--- config.mk ---
export PLATFORM = sky130hd
export DESIGN_NAME = tcw_engine
export DESIGN_NICKNAME = d
export VERILOG_FILES = /design/src/hdl/tcw_pkg.sv /design/src/hdl/tcw_engine.sv
export SDC_FILE = /design/constraint.sdc
export NUM_CORES = 1
export LEC_CHECK = 0
export BUFFER_PORTS_ARGS = -buffer_cell sky130_fd_sc_hd__clkbuf_2
export CAP_MARGIN = 20
export CELL_PAD_IN_SITES_DETAIL_PLACEMENT = 0
export CELL_PAD_IN_SITES_GLOBAL_PLACEMENT = 1
export CORE_MARGIN = 2
export CORE_UTILIZATION = 35
export DETAILED_ROUTE_END_ITERATION = 8
export PLACE_DENSITY = 0.75
export SLEW_MARGIN = 20
export SYNTH_ARGS = -nofsm -noshare
export SYNTH_HDL_FRONTEND = slang
export SYNTH_SLANG_ARGS = --single-unit
--- constraint.sdc ---
create_clock -name clk -period 8.4 [get_ports clk]
set_clock_uncertainty 0.05 [all_clocks]
set_input_delay 0 -clock clk [delete_from_list [all_inputs] [get_ports clk]]
set_output_delay 0 -clock clk [all_outputs]
set_load 0.02 [all_outputs]
--- src/hdl/tcw_pkg.sv ---
package tcw_pkg;

  // Screen geometry
  localparam int COLUMNS = 80;
  localparam int ROWS    = 25;
  localparam int CELLS   = ROWS * COLUMNS;

  // Internal widths follow from the geometry
  localparam int COL_W  = (COLUMNS > 1) ? $clog2(COLUMNS) : 1;
  localparam int ROW_W  = (ROWS > 1) ? $clog2(ROWS) : 1;
  localparam int ADDR_W = $clog2(CELLS);

  // Field widths fixed by the stream format
  localparam int IN_ROW_W = 5;
  localparam int IN_COL_W = 7;
  localparam int CHAR_W   = 8;
  localparam int CELL_W   = 16;

  // Character and attribute constants
  localparam int                TAB_STOP    = 4;
  localparam logic [CHAR_W-1:0] CHAR_TAB    = 8'd9;
  localparam logic [CHAR_W-1:0] CHAR_NL     = 8'd10;
  localparam logic [CHAR_W-1:0] BLANK_CHAR  = 8'h20;
  localparam logic [CHAR_W-1:0] RESET_COLOR = 8'h07;

  // Item kinds carried in tuser
  localparam logic MODE_PUT  = 1'b0;
  localparam logic MODE_READ = 1'b1;

  // One result beat
  typedef struct packed {
    logic [CELL_W-1:0]   cell_word;
    logic [IN_ROW_W-1:0] cursor_row;
    logic [IN_COL_W-1:0] cursor_col;
    logic                done_last;
  } res_t;

  // Screen memory access from the engine
  typedef struct packed {
    logic              we;
    logic [ADDR_W-1:0] waddr;
    logic [CELL_W-1:0] wdata;
    logic [ADDR_W-1:0] raddr;
  } ram_req_t;

  // Physical row of a logical row, given the row held at the top of the screen
  function automatic logic [ROW_W-1:0] phys_row(input logic [ROW_W-1:0] row,
                                                input logic [ROW_W-1:0] top);
    logic [ROW_W:0] sum;
    sum = {1'b0, row} + {1'b0, top};
    if (sum >= (ROW_W+1)'(ROWS)) begin
      sum = sum - (ROW_W+1)'(ROWS);
    end
    return sum[ROW_W-1:0];
  endfunction

  // Linear cell address of a physical row and a column
  function automatic logic [ADDR_W-1:0] cell_addr(input logic [ROW_W-1:0] row,
                                                  input logic [COL_W-1:0] col);
    return ADDR_W'(row) * ADDR_W'(COLUMNS) + ADDR_W'(col);
  endfunction

endpackage

--- src/hdl/tcw_engine.sv ---
module tcw_engine (
  input  logic                          clk,
  input  logic                          rst,
  input  logic                          in_valid,
  output logic                          in_ready,
  input  logic                          mode,
  input  logic [tcw_pkg::CHAR_W-1:0]    char_code,
  input  logic [tcw_pkg::IN_ROW_W-1:0]  read_row,
  input  logic [tcw_pkg::IN_COL_W-1:0]  read_col,
  input  logic                          last_char,
  input  logic [tcw_pkg::CHAR_W-1:0]    text_color,
  output logic                          res_valid,
  input  logic                          res_ready,
  output tcw_pkg::res_t                 res,
  output tcw_pkg::ram_req_t             ram_req,
  input  logic [tcw_pkg::CELL_W-1:0]    ram_q
);

  localparam logic [1:0] ST_CLEAR = 2'd0;
  localparam logic [1:0] ST_IDLE  = 2'd1;
  localparam logic [1:0] ST_READ  = 2'd2;
  localparam logic [1:0] ST_BLANK = 2'd3;

  localparam int COL_W1 = tcw_pkg::COL_W + 1;

  logic [1:0]                   state;
  logic [tcw_pkg::ROW_W-1:0]    cur_row;
  logic [tcw_pkg::COL_W-1:0]    cur_col;
  logic [tcw_pkg::ROW_W-1:0]    top_row;
  logic [tcw_pkg::ADDR_W-1:0]   clr_addr;
  logic [tcw_pkg::COL_W-1:0]    blank_col;
  logic [tcw_pkg::ADDR_W-1:0]   blank_base;
  logic                         rd_ok;

  logic                         accept;
  logic                         is_put;
  logic                         do_write;
  logic                         do_scroll;
  logic                         wrap;
  logic [COL_W1-1:0]            col_inc;
  logic [COL_W1-1:0]            tab_col;
  logic [tcw_pkg::ROW_W-1:0]    cur_row_next;
  logic [tcw_pkg::COL_W-1:0]    cur_col_next;
  logic [tcw_pkg::ROW_W-1:0]    top_row_next;
  logic                         rd_in_range;
  logic [tcw_pkg::ROW_W-1:0]    rd_phys;

  assign in_ready = (state == ST_IDLE) && (!res_valid || res_ready);
  assign accept   = in_valid && in_ready;
  assign is_put   = (mode == tcw_pkg::MODE_PUT);

  // Cursor movement for a put beat
  always_comb begin
    col_inc      = {1'b0, cur_col} + COL_W1'(1);
    tab_col      = COL_W1'(({1'b0, cur_col} / tcw_pkg::TAB_STOP + 1) * tcw_pkg::TAB_STOP);
    wrap         = 1'b0;
    do_write     = 1'b0;
    do_scroll    = 1'b0;
    cur_row_next = cur_row;
    cur_col_next = cur_col;
    top_row_next = top_row;
    if (char_code == tcw_pkg::CHAR_TAB) begin
      if (tab_col >= COL_W1'(tcw_pkg::COLUMNS)) begin
        wrap = 1'b1;
      end else begin
        cur_col_next = tab_col[tcw_pkg::COL_W-1:0];
      end
    end else if (char_code == tcw_pkg::CHAR_NL) begin
      wrap = 1'b1;
    end else begin
      do_write = 1'b1;
      if (col_inc >= COL_W1'(tcw_pkg::COLUMNS)) begin
        wrap = 1'b1;
      end else begin
        cur_col_next = col_inc[tcw_pkg::COL_W-1:0];
      end
    end
    if (wrap) begin
      cur_col_next = '0;
      if (cur_row == tcw_pkg::ROW_W'(tcw_pkg::ROWS - 1)) begin
        // Scrolling moves the top of the screen down one physical row
        do_scroll = 1'b1;
        if (top_row == tcw_pkg::ROW_W'(tcw_pkg::ROWS - 1)) begin
          top_row_next = '0;
        end else begin
          top_row_next = top_row + tcw_pkg::ROW_W'(1);
        end
      end else begin
        cur_row_next = cur_row + tcw_pkg::ROW_W'(1);
      end
    end
  end

  // Read address for a read beat
  always_comb begin
    rd_in_range = ({1'b0, read_row} < (tcw_pkg::IN_ROW_W+1)'(tcw_pkg::ROWS)) &&
                  ({1'b0, read_col} < (tcw_pkg::IN_COL_W+1)'(tcw_pkg::COLUMNS));
    rd_phys     = tcw_pkg::phys_row(tcw_pkg::ROW_W'(read_row), top_row);
  end

  // Memory port selection: clearing, row blanking, or the put write
  always_comb begin
    ram_req.raddr = tcw_pkg::cell_addr(rd_phys, tcw_pkg::COL_W'(read_col));
    unique case (state)
      ST_CLEAR: begin
        ram_req.we    = 1'b1;
        ram_req.waddr = clr_addr;
        ram_req.wdata = {tcw_pkg::RESET_COLOR, tcw_pkg::BLANK_CHAR};
      end
      ST_BLANK: begin
        ram_req.we    = 1'b1;
        ram_req.waddr = blank_base + tcw_pkg::ADDR_W'(blank_col);
        ram_req.wdata = {text_color, tcw_pkg::BLANK_CHAR};
      end
      default: begin
        ram_req.we    = accept && is_put && do_write;
        ram_req.waddr = tcw_pkg::cell_addr(tcw_pkg::phys_row(cur_row, top_row), cur_col);
        ram_req.wdata = {text_color, char_code};
      end
    endcase
  end

  // Sequencer and cursor state
  always_ff @(posedge clk) begin
    if (rst) begin
      state     <= ST_CLEAR;
      cur_row   <= '0;
      cur_col   <= '0;
      top_row   <= '0;
      clr_addr  <= '0;
      blank_col <= '0;
    end else begin
      unique case (state)
        ST_CLEAR: begin
          if (clr_addr == tcw_pkg::ADDR_W'(tcw_pkg::CELLS - 1)) begin
            state <= ST_IDLE;
          end
          clr_addr <= clr_addr + tcw_pkg::ADDR_W'(1);
        end
        ST_IDLE: begin
          if (accept) begin
            if (is_put) begin
              cur_row <= cur_row_next;
              cur_col <= cur_col_next;
              top_row <= top_row_next;
              if (do_scroll) begin
                state     <= ST_BLANK;
                blank_col <= '0;
              end
            end else begin
              state <= ST_READ;
            end
          end
        end
        ST_READ: begin
          state <= ST_IDLE;
        end
        ST_BLANK: begin
          if (blank_col == tcw_pkg::COL_W'(tcw_pkg::COLUMNS - 1)) begin
            state <= ST_IDLE;
          end
          blank_col <= blank_col + tcw_pkg::COL_W'(1);
        end
        default: begin
          state <= ST_CLEAR;
        end
      endcase
    end
  end

  // Row to blank after a scroll is the old top row; read range flag
  always_ff @(posedge clk) begin
    if (accept) begin
      blank_base <= tcw_pkg::cell_addr(top_row, '0);
      rd_ok      <= rd_in_range;
    end
  end

  // Result register: loaded at a put beat or once read data arrives
  always_ff @(posedge clk) begin
    if (rst) begin
      res_valid <= 1'b0;
    end else if (accept && is_put) begin
      res_valid <= 1'b1;
    end else if (state == ST_READ) begin
      res_valid <= 1'b1;
    end else if (res_ready) begin
      res_valid <= 1'b0;
    end
  end

  always_ff @(posedge clk) begin
    if (accept && is_put) begin
      res.cell_word  <= '0;
      res.cursor_row <= tcw_pkg::IN_ROW_W'(cur_row_next);
      res.cursor_col <= tcw_pkg::IN_COL_W'(cur_col_next);
      res.done_last  <= last_char;
    end else if (state == ST_READ) begin
      res.cell_word  <= rd_ok ? ram_q : '0;
      res.cursor_row <= tcw_pkg::IN_ROW_W'(cur_row);
      res.cursor_col <= tcw_pkg::IN_COL_W'(cur_col);
      res.done_last  <= 1'b0;
    end
  end

endmodule

==> results of run 1 <==
## sequential cells by signal, indices dropped and copies added, names as in the netlist
| signal | count |
|---|---|
| clr_addr | 11 |
| cur_col | 7 |
| cur_row | 5 |
| state | 2 |
| res | 29 |
| rd_ok | 1 |
| blank_base | 7 |
| blank_col | 7 |
| res_valid | 1 |
| top_row | 5 |
## kinds of logic after synthesis
logic type,Yosys count,synth area share (%)
AND/OR/NAND/NOR,212,20.2
AO/OA/AOI/OAI,154,19.4
flip-flops,75,31.6
adder cells (fa/ha/maj),60,15.0
XOR/XNOR,54,8.74
buffers and inverters,47,3.82
multiplexers,6,1.18
## cell usage after synthesis, types with 5 or more instances
master,n,share of area [%]
a21oi_1,41,3.8
a22oi_1,8,1.1
xnor2_1,34,5.5
o21ai_0,26,2.4
a31oi_1,5,0.58
clkbuf_1,18,1.2
nor3_1,9,0.83
nand2b_1,5,0.58
buf_4,5,0.69
nand4_1,8,0.93
a21o_1,13,1.8
a22o_1,16,2.6
a211oi_1,6,0.83
nor2_1,49,3.4
nand3_1,17,1.6
xor2_1,20,3.2
dfxtp_1,54,20
fa_1,8,3.0
nor2b_1,22,2.5
a221oi_1,6,0.97
and2_1,21,2.4
edfxtp_1,21,12
inv_1,18,1.2
nand2_1,53,3.7
ha_1,52,12
## through the flow
step	total power [mW]	util, %
6_report	1.04	43.7
5_1_grt	1.09	43.7
2_1_floorplan	0.546	-
4_1_cts	1.05	43.7
3_3_place_gp	0.609	40.1
3_5_place_dp	0.612	40.1
## per-layer routing
layer	vias to the layer above	track usage, %
li1	2426	-
met1	2301	20.2
met2	153	29.7
met3	24	2.41
met4	0	7.11
met5	-	0
## power groups by stage
stage                     Clock [mW]  Combinational (mW)  Sequential [mW]
after detailed placement           0               0.210            0.402
after CTS                      0.432               0.220            0.395
after global placement             0               0.207            0.402
after global routing           0.450               0.239            0.396
after floorplan                    0               0.137            0.410
final                          0.427               0.218            0.394
## path summary, 6_finish.rpt
path                   to
max reg2reg  blank_col[2]
min reg2reg       res[27]
max           ram_req[10]
min                 rd_ok
## area by class of cell
type / count / area [um2] / share of cell area (%)
Multi-Input combinational cell: 486 / 3490 / 52.7
Sequential cell: 75 / 1710 / 25.8
Timing Repair Buffer: 135 / 793 / 12.0
Tap cell: 188 / 235 / 3.55
Clock buffer: 9 / 225 / 3.40
Clock inverter: 7 / 98.8 / 1.49
Inverter: 18 / 67.6 / 1.02
## worst min-delay path: stages
cell,delay [ns]
clkbuf_2,0.10
o21ai_0,0.08
and2_1,0.15
## what timing repair did
| action | 4_1_cts | 5_1_grt |
|---|---|---|
| endpoints found under the hold margin | 23 | 0 |
| hold buffers | 23 | 0 |
| resized for setup | 0 | 0 |
==> impl_metrics.yaml, run 1 <==
run_status:
  status: "finished, final reports clean"
sta:
  slew_viol_final: 0
  fin_ws_ns: 2.97
  maxSlewHeadroom_pct: 41.6
  rsz0062_at_grt: "false"
  hold_viol: 0
  worst_pin_slew_ns: 0.877
  period_needed_ns: 5.43
  fin_crit_sh_pct: 64.6
  timing.hold.ws_ns: 0.0689
  fin_setup_tns_ns: 0
  finalSetupViolCount: 0
  fmax_mhz: 184
logic_synthesis:
  synth.cell_area_mm2: 0.00541
  synth_nets: 718
  ys_types: 65
  synth_edf_count: 21
  async_flop_share_pct: 0
  synth_seq_cells: 75
  yosys_warnings: 0
  syn_inst: 608
  syn_area_per_cell_um2: 8.90
  synth_ff_type: "dfxtp_1"
  synth_seq_area_share_pct: 31.6
power:
  combinationalPowerShare_pct: 21.0
  internal-power_mw: 0.733
  clkPwrFrac_pct: 41.1
  sequentialPowerShare_pct: 37.9
  p_per_area_mw_per_mm2: 157
  power.leakage_nw: 2.92
  switchingPower_mw: 0.307
  p_sw_share_pct: 29.5
  max-vdd-ir-drop_mv: 0.0875
critical_path:
  r2r-start: "cur_col[3]"
  cp_slowest_cell: "fa_1"
  cp.required_ns: 8.35
  rr_worst_depth: 7
  cp.depth: 18
  critPathMaxFanout: 9
  endpoint_kind: "output pin"
  startpoint_type: "register"
  cp_top_family: "adder cells"
  critical_path.max_stage_delay_ns: 0.53
  worstPathArrival_ns: 5.38
  crit_chain: "ha_1 > fa_1 > a21o_1 > a21oi_1 > xor2_1 > o21ai_1 > o21ai_0 > ha_1 > ha_1 > fa_1 > nand2_1 > nor2b_1 > nor2b_1 > o21ai_0 > a22oi_1 > o21ai_0 > xnor2_1 > clkbuf_2"
  startpoint: "top_row[0]"
  worstSetupPathType: "register to output pin"
  r2r_setup_slack_ns: 5.29
  cp.buffers_inverters: 1
global_routing:
  grt_max_degree: 36
  grt_pass1_vias: 4759
  antenna_found_initial: 0
  grt_use_total_pct: 16.7
  grt_pass1_wl_mm: 22.3
  grt_overflow: 0
final_layout:
  diodes: 0
  fillers: 1451
  final_common_cell: "clkbuf_2"
  final_nets: 835
  drive_gt1_share_pct: 19.0
  syn_to_final_growth_pct: 22.4
  fin_cells: 918
  final_cell_mix: "clkbuf_2 (111), dfxtp_1 (54), nand2_1 (53)"
  fin_area_mm2: 0.00662
placed_design:
  dp_slack_ns: 3.35
  dp.cells: 879
  gp_congestion: 0.898
  dpl.hpwl_mm: 10.2
  io_buffers: 111
  placed_area_mm2: 0.00607
routing:
  wire_per_inst_um: 15.1
  route.detailed.drc: 0
  wl_met1_mm: 6.08
  drt_iter0_drc: 316
  antenna_left: 0
  dr_total_vias: 4904
  dr_wl_met2_mm: 6.84
  maxUsedRoutingLayer: "met4"
  first_pass_iters: 4
  wl_met3_um: 644
  wirelength_mm: 13.8
  drt-vias-per-instance: 5.34
clocking:
  cts.sinks: 75
  clock_latency_ns: 0.34
  root_buffer: "clkbuf_16"
  post-cts-setup-buffers: 0
  clk_pin_slew_ns: 0.06
  cts_made_buffers: 9
  clk_path_buf_depth: 2
  cts_tree: "built"
  htreeDepth: 3
hold_path:
  hp-class: "primary input to register"
  hp-start: "read_col[6]"
  holdPathStages: 3
floorplanning:
  start_util_pct: 35.7
  die-height_um: 128
  ios: 120
  die-area_mm2: 0.0165
  die-width_um: 128
  num_rows: 45
  design.core.area_mm2: 0.0151
run:
  drv_cap: 0
Power figures use the tool's default switching activity.
==> run 2, diff against run 1 <==
--- a/config.mk
+++ b/config.mk
@@ -12,7 +12,7 @@
 export CORE_MARGIN = 2
 export CORE_UTILIZATION = 35
 export DETAILED_ROUTE_END_ITERATION = 8
-export PLACE_DENSITY = 0.75
+export PLACE_DENSITY = 0.78
 export SLEW_MARGIN = 20
 export SYNTH_ARGS = -nofsm -noshare
 export SYNTH_HDL_FRONTEND = slang
==> constraint.sdc (replaced) <==
create_clock -name clk -period 4.76 [get_ports clk]
set_clock_uncertainty 0.05 [all_clocks]
set_input_delay 0 -clock clk [delete_from_list [all_inputs] [get_ports clk]]
set_output_delay 0 -clock clk [all_outputs]
set_load 0.02 [all_outputs]
==> run 2 against run 1 <==
Global-route usage rose by 0.28 points. Design area rose by 6.3%. Core utilization rose by 2.8 points. Clock power rose by 60%. Sequential share of layout area fell by 1.4 points. Register-to-register slack got worse by 3.6 ns. Critical path depth rose by 3. Die area did not move. Sequential power rose by 76%.
==> impl_metrics.yaml, run 2 (same netlist as run 1, synthesis figures left out) <==
critical_path:
  endpoint_kind: "output pin"
  worstSetupPathType: "register to output pin"
  startpoint: "top_row[1]"
  r2r-end: "blank_col[6]"
  rr_worst_depth: 8
  critPathMaxFanout: 3
  cp_slowest_cell: "fa_1"
  endpoint: "ram_req[37]"
  worstPathArrival_ns: 4.59
  critical_path.max_stage_delay_ns: 0.44
  r2r_setup_slack_ns: 1.73
  startpoint_type: "register"
  cp.required_ns: 4.71
  cp_common_cell: "buf_4"
  r2r-start: "cur_col[3]"
  crit_chain: "buf_4 > ha_1 > a211oi_2 > nor3b_2 > nor2_2 > o221ai_1 > and3b_2 > buf_4 > nor2b_4 > xnor2_4 > ha_2 > ha_2 > fa_1 > nand2_2 > nor2b_2 > buf_4 > and2_1 > o32ai_2 > xnor2_1 > a21oi_2 > buf_4"
clocking:
  root_buffer: "clkbuf_16"
  clk_pin_slew_ns: 0.06
  cts_made_buffers: 9
  htreeDepth: 3
  clk_path_buf_depth: 2
  clock_latency_ns: 0.34
  cts_tree: "built"
  cts.sinks: 75
sta:
  hold_viol: 0
  finalSetupViolCount: 0
  fin_setup_tns_ns: 0
  worst_pin_slew_ns: 0.956
  maxSlewHeadroom_pct: 36.2
  timing.hold.ws_ns: 0.0983
  fin_crit_sh_pct: 97.4
  period_needed_ns: 4.64
  slew_viol_final: 0
  rsz0062_at_grt: "true"
  fmax_mhz: 216
routing:
  drt-vias-per-instance: 5.33
  route.detailed.drc: 0
  first_pass_iters: 5
  wirelength_mm: 14.3
  dr_total_vias: 5035
  antenna_left: 0
  wire_per_inst_um: 15.2
  drt_iter0_drc: 350
placed_design:
  placed_area_mm2: 0.00615
  io_buffers: 111
  dpl.hpwl_mm: 10.5
  gp_congestion: 0.834
final_layout:
  final_common_cell: "clkbuf_2"
  final_cell_mix: "clkbuf_2 (109), dfxtp_1 (51), nand2_1 (50)"
  drive_gt1_share_pct: 27.2
  fin_util_pct: 46.5
  largest_reg_flops: 29
  syn_to_final_growth_pct: 30.2
  final_nets: 861
  fillers: 1407
  top_register: "res"
  fin_area_mm2: 0.00704
  diodes: 0
  reg_top3: "res: 29 flops, clr_addr: 11 flops"
floorplanning:
  design.core.area_mm2: 0.0151
  die-height_um: 128
  num_rows: 45
  die-area_mm2: 0.0165
  die-width_um: 128
  ios: 120
  start_util_pct: 35.7
power:
  p_total_mw: 1.79
  power.leakage_nw: 3.07
  max-vdd-ir-drop_mv: 0.168
  p_per_area_mw_per_mm2: 254
global_routing:
  grt_overflow: 0
  grt_use_total_pct: 17.0
  grt_pass1_vias: 4799
  antenna_found_initial: 0
  grt_pass1_wl_mm: 22.6
  grt_max_degree: 36
run:
  drv_cap: 0
run_status:
  status: "finished, final reports clean"
hold_path:
  hp-class: "primary input to register"
==> run 2: changes by cell type in the layout (fill, tap and decap cells not counted), sizes merged <==
cell    change
buf        +28
clkinv      -1
bufinv      -2
inv         +2
clkbuf      -1
==> run 2: worst min path at each step <==
stage	endpoint	cells after the start	start
floorplan	ram_req[0]	1	read_col[0]
global placement	ram_req[1]	0	read_col[1]
detailed placement	ram_req[1]	0	read_col[1]
CTS	rd_ok	3	read_col[6]
global route	rd_ok	3	read_col[6]
finish	rd_ok	3	read_col[6]
==> run 2: cell type report <==
type                    instances  area (um2)  share of cell area, %
repair buffers                161         993                   14.1
clock buffers                  10         250                   3.55
clock inverters                 6        52.6                  0.746
flip-flops and latches         75        1720                   24.4
inverters                      18        70.1                  0.995
multi-input cells             486        3720                   52.8
well taps                     188         235                   3.34
==> run 2: where the power goes <==
part           internal (mW)  total [mW]  leakage, nW  switching, mW
Clock                  0.394       0.684        0.151          0.290
Sequential             0.677       0.695        0.644         0.0175
Combinational          0.168       0.412         2.28          0.244
==> run 2: metal layers <==
layer	up-vias	share of wire [%]	GRT usage, %
met5	-	0	0
met4	0	1.3	5.24
met3	19	5.5	3.37
met2	157	48	29.3
met1	2374	45	21.5
li1	2485	-	-
==> run 2: what timing repair did <==
action | 4_1_cts | 5_1_grt
endpoints found under the setup margin | 2 | 2
pin swaps | 10 | 18
buffers inserted | 7 | 8
hold endpoints to repair | 23 | 0
resized for setup | 22 | 39
hold buffers | 23 | 0
==> run 2: metrics by stage <==
stage	cells	setup WS [ns]
6_report	944	0.121
5_1_grt	944	-0.0999
4_1_cts	936	-0.0104
3_5_place_dp	890	-0.0672
3_3_place_gp	890	0.0785
2_1_floorplan	608	0.155
==> run 2: worst max-delay path: cells and delay by family (launching register included) <==
family	cells	cell delay, ns
flip-flops	1	0.32
XOR/XNOR	2	0.33
AND/OR/NAND/NOR	7	1.03
AO/OA/AOI/OAI	4	0.80
buffers and inverters	4	0.63
adder cells (fa/ha/maj)	4	1.11
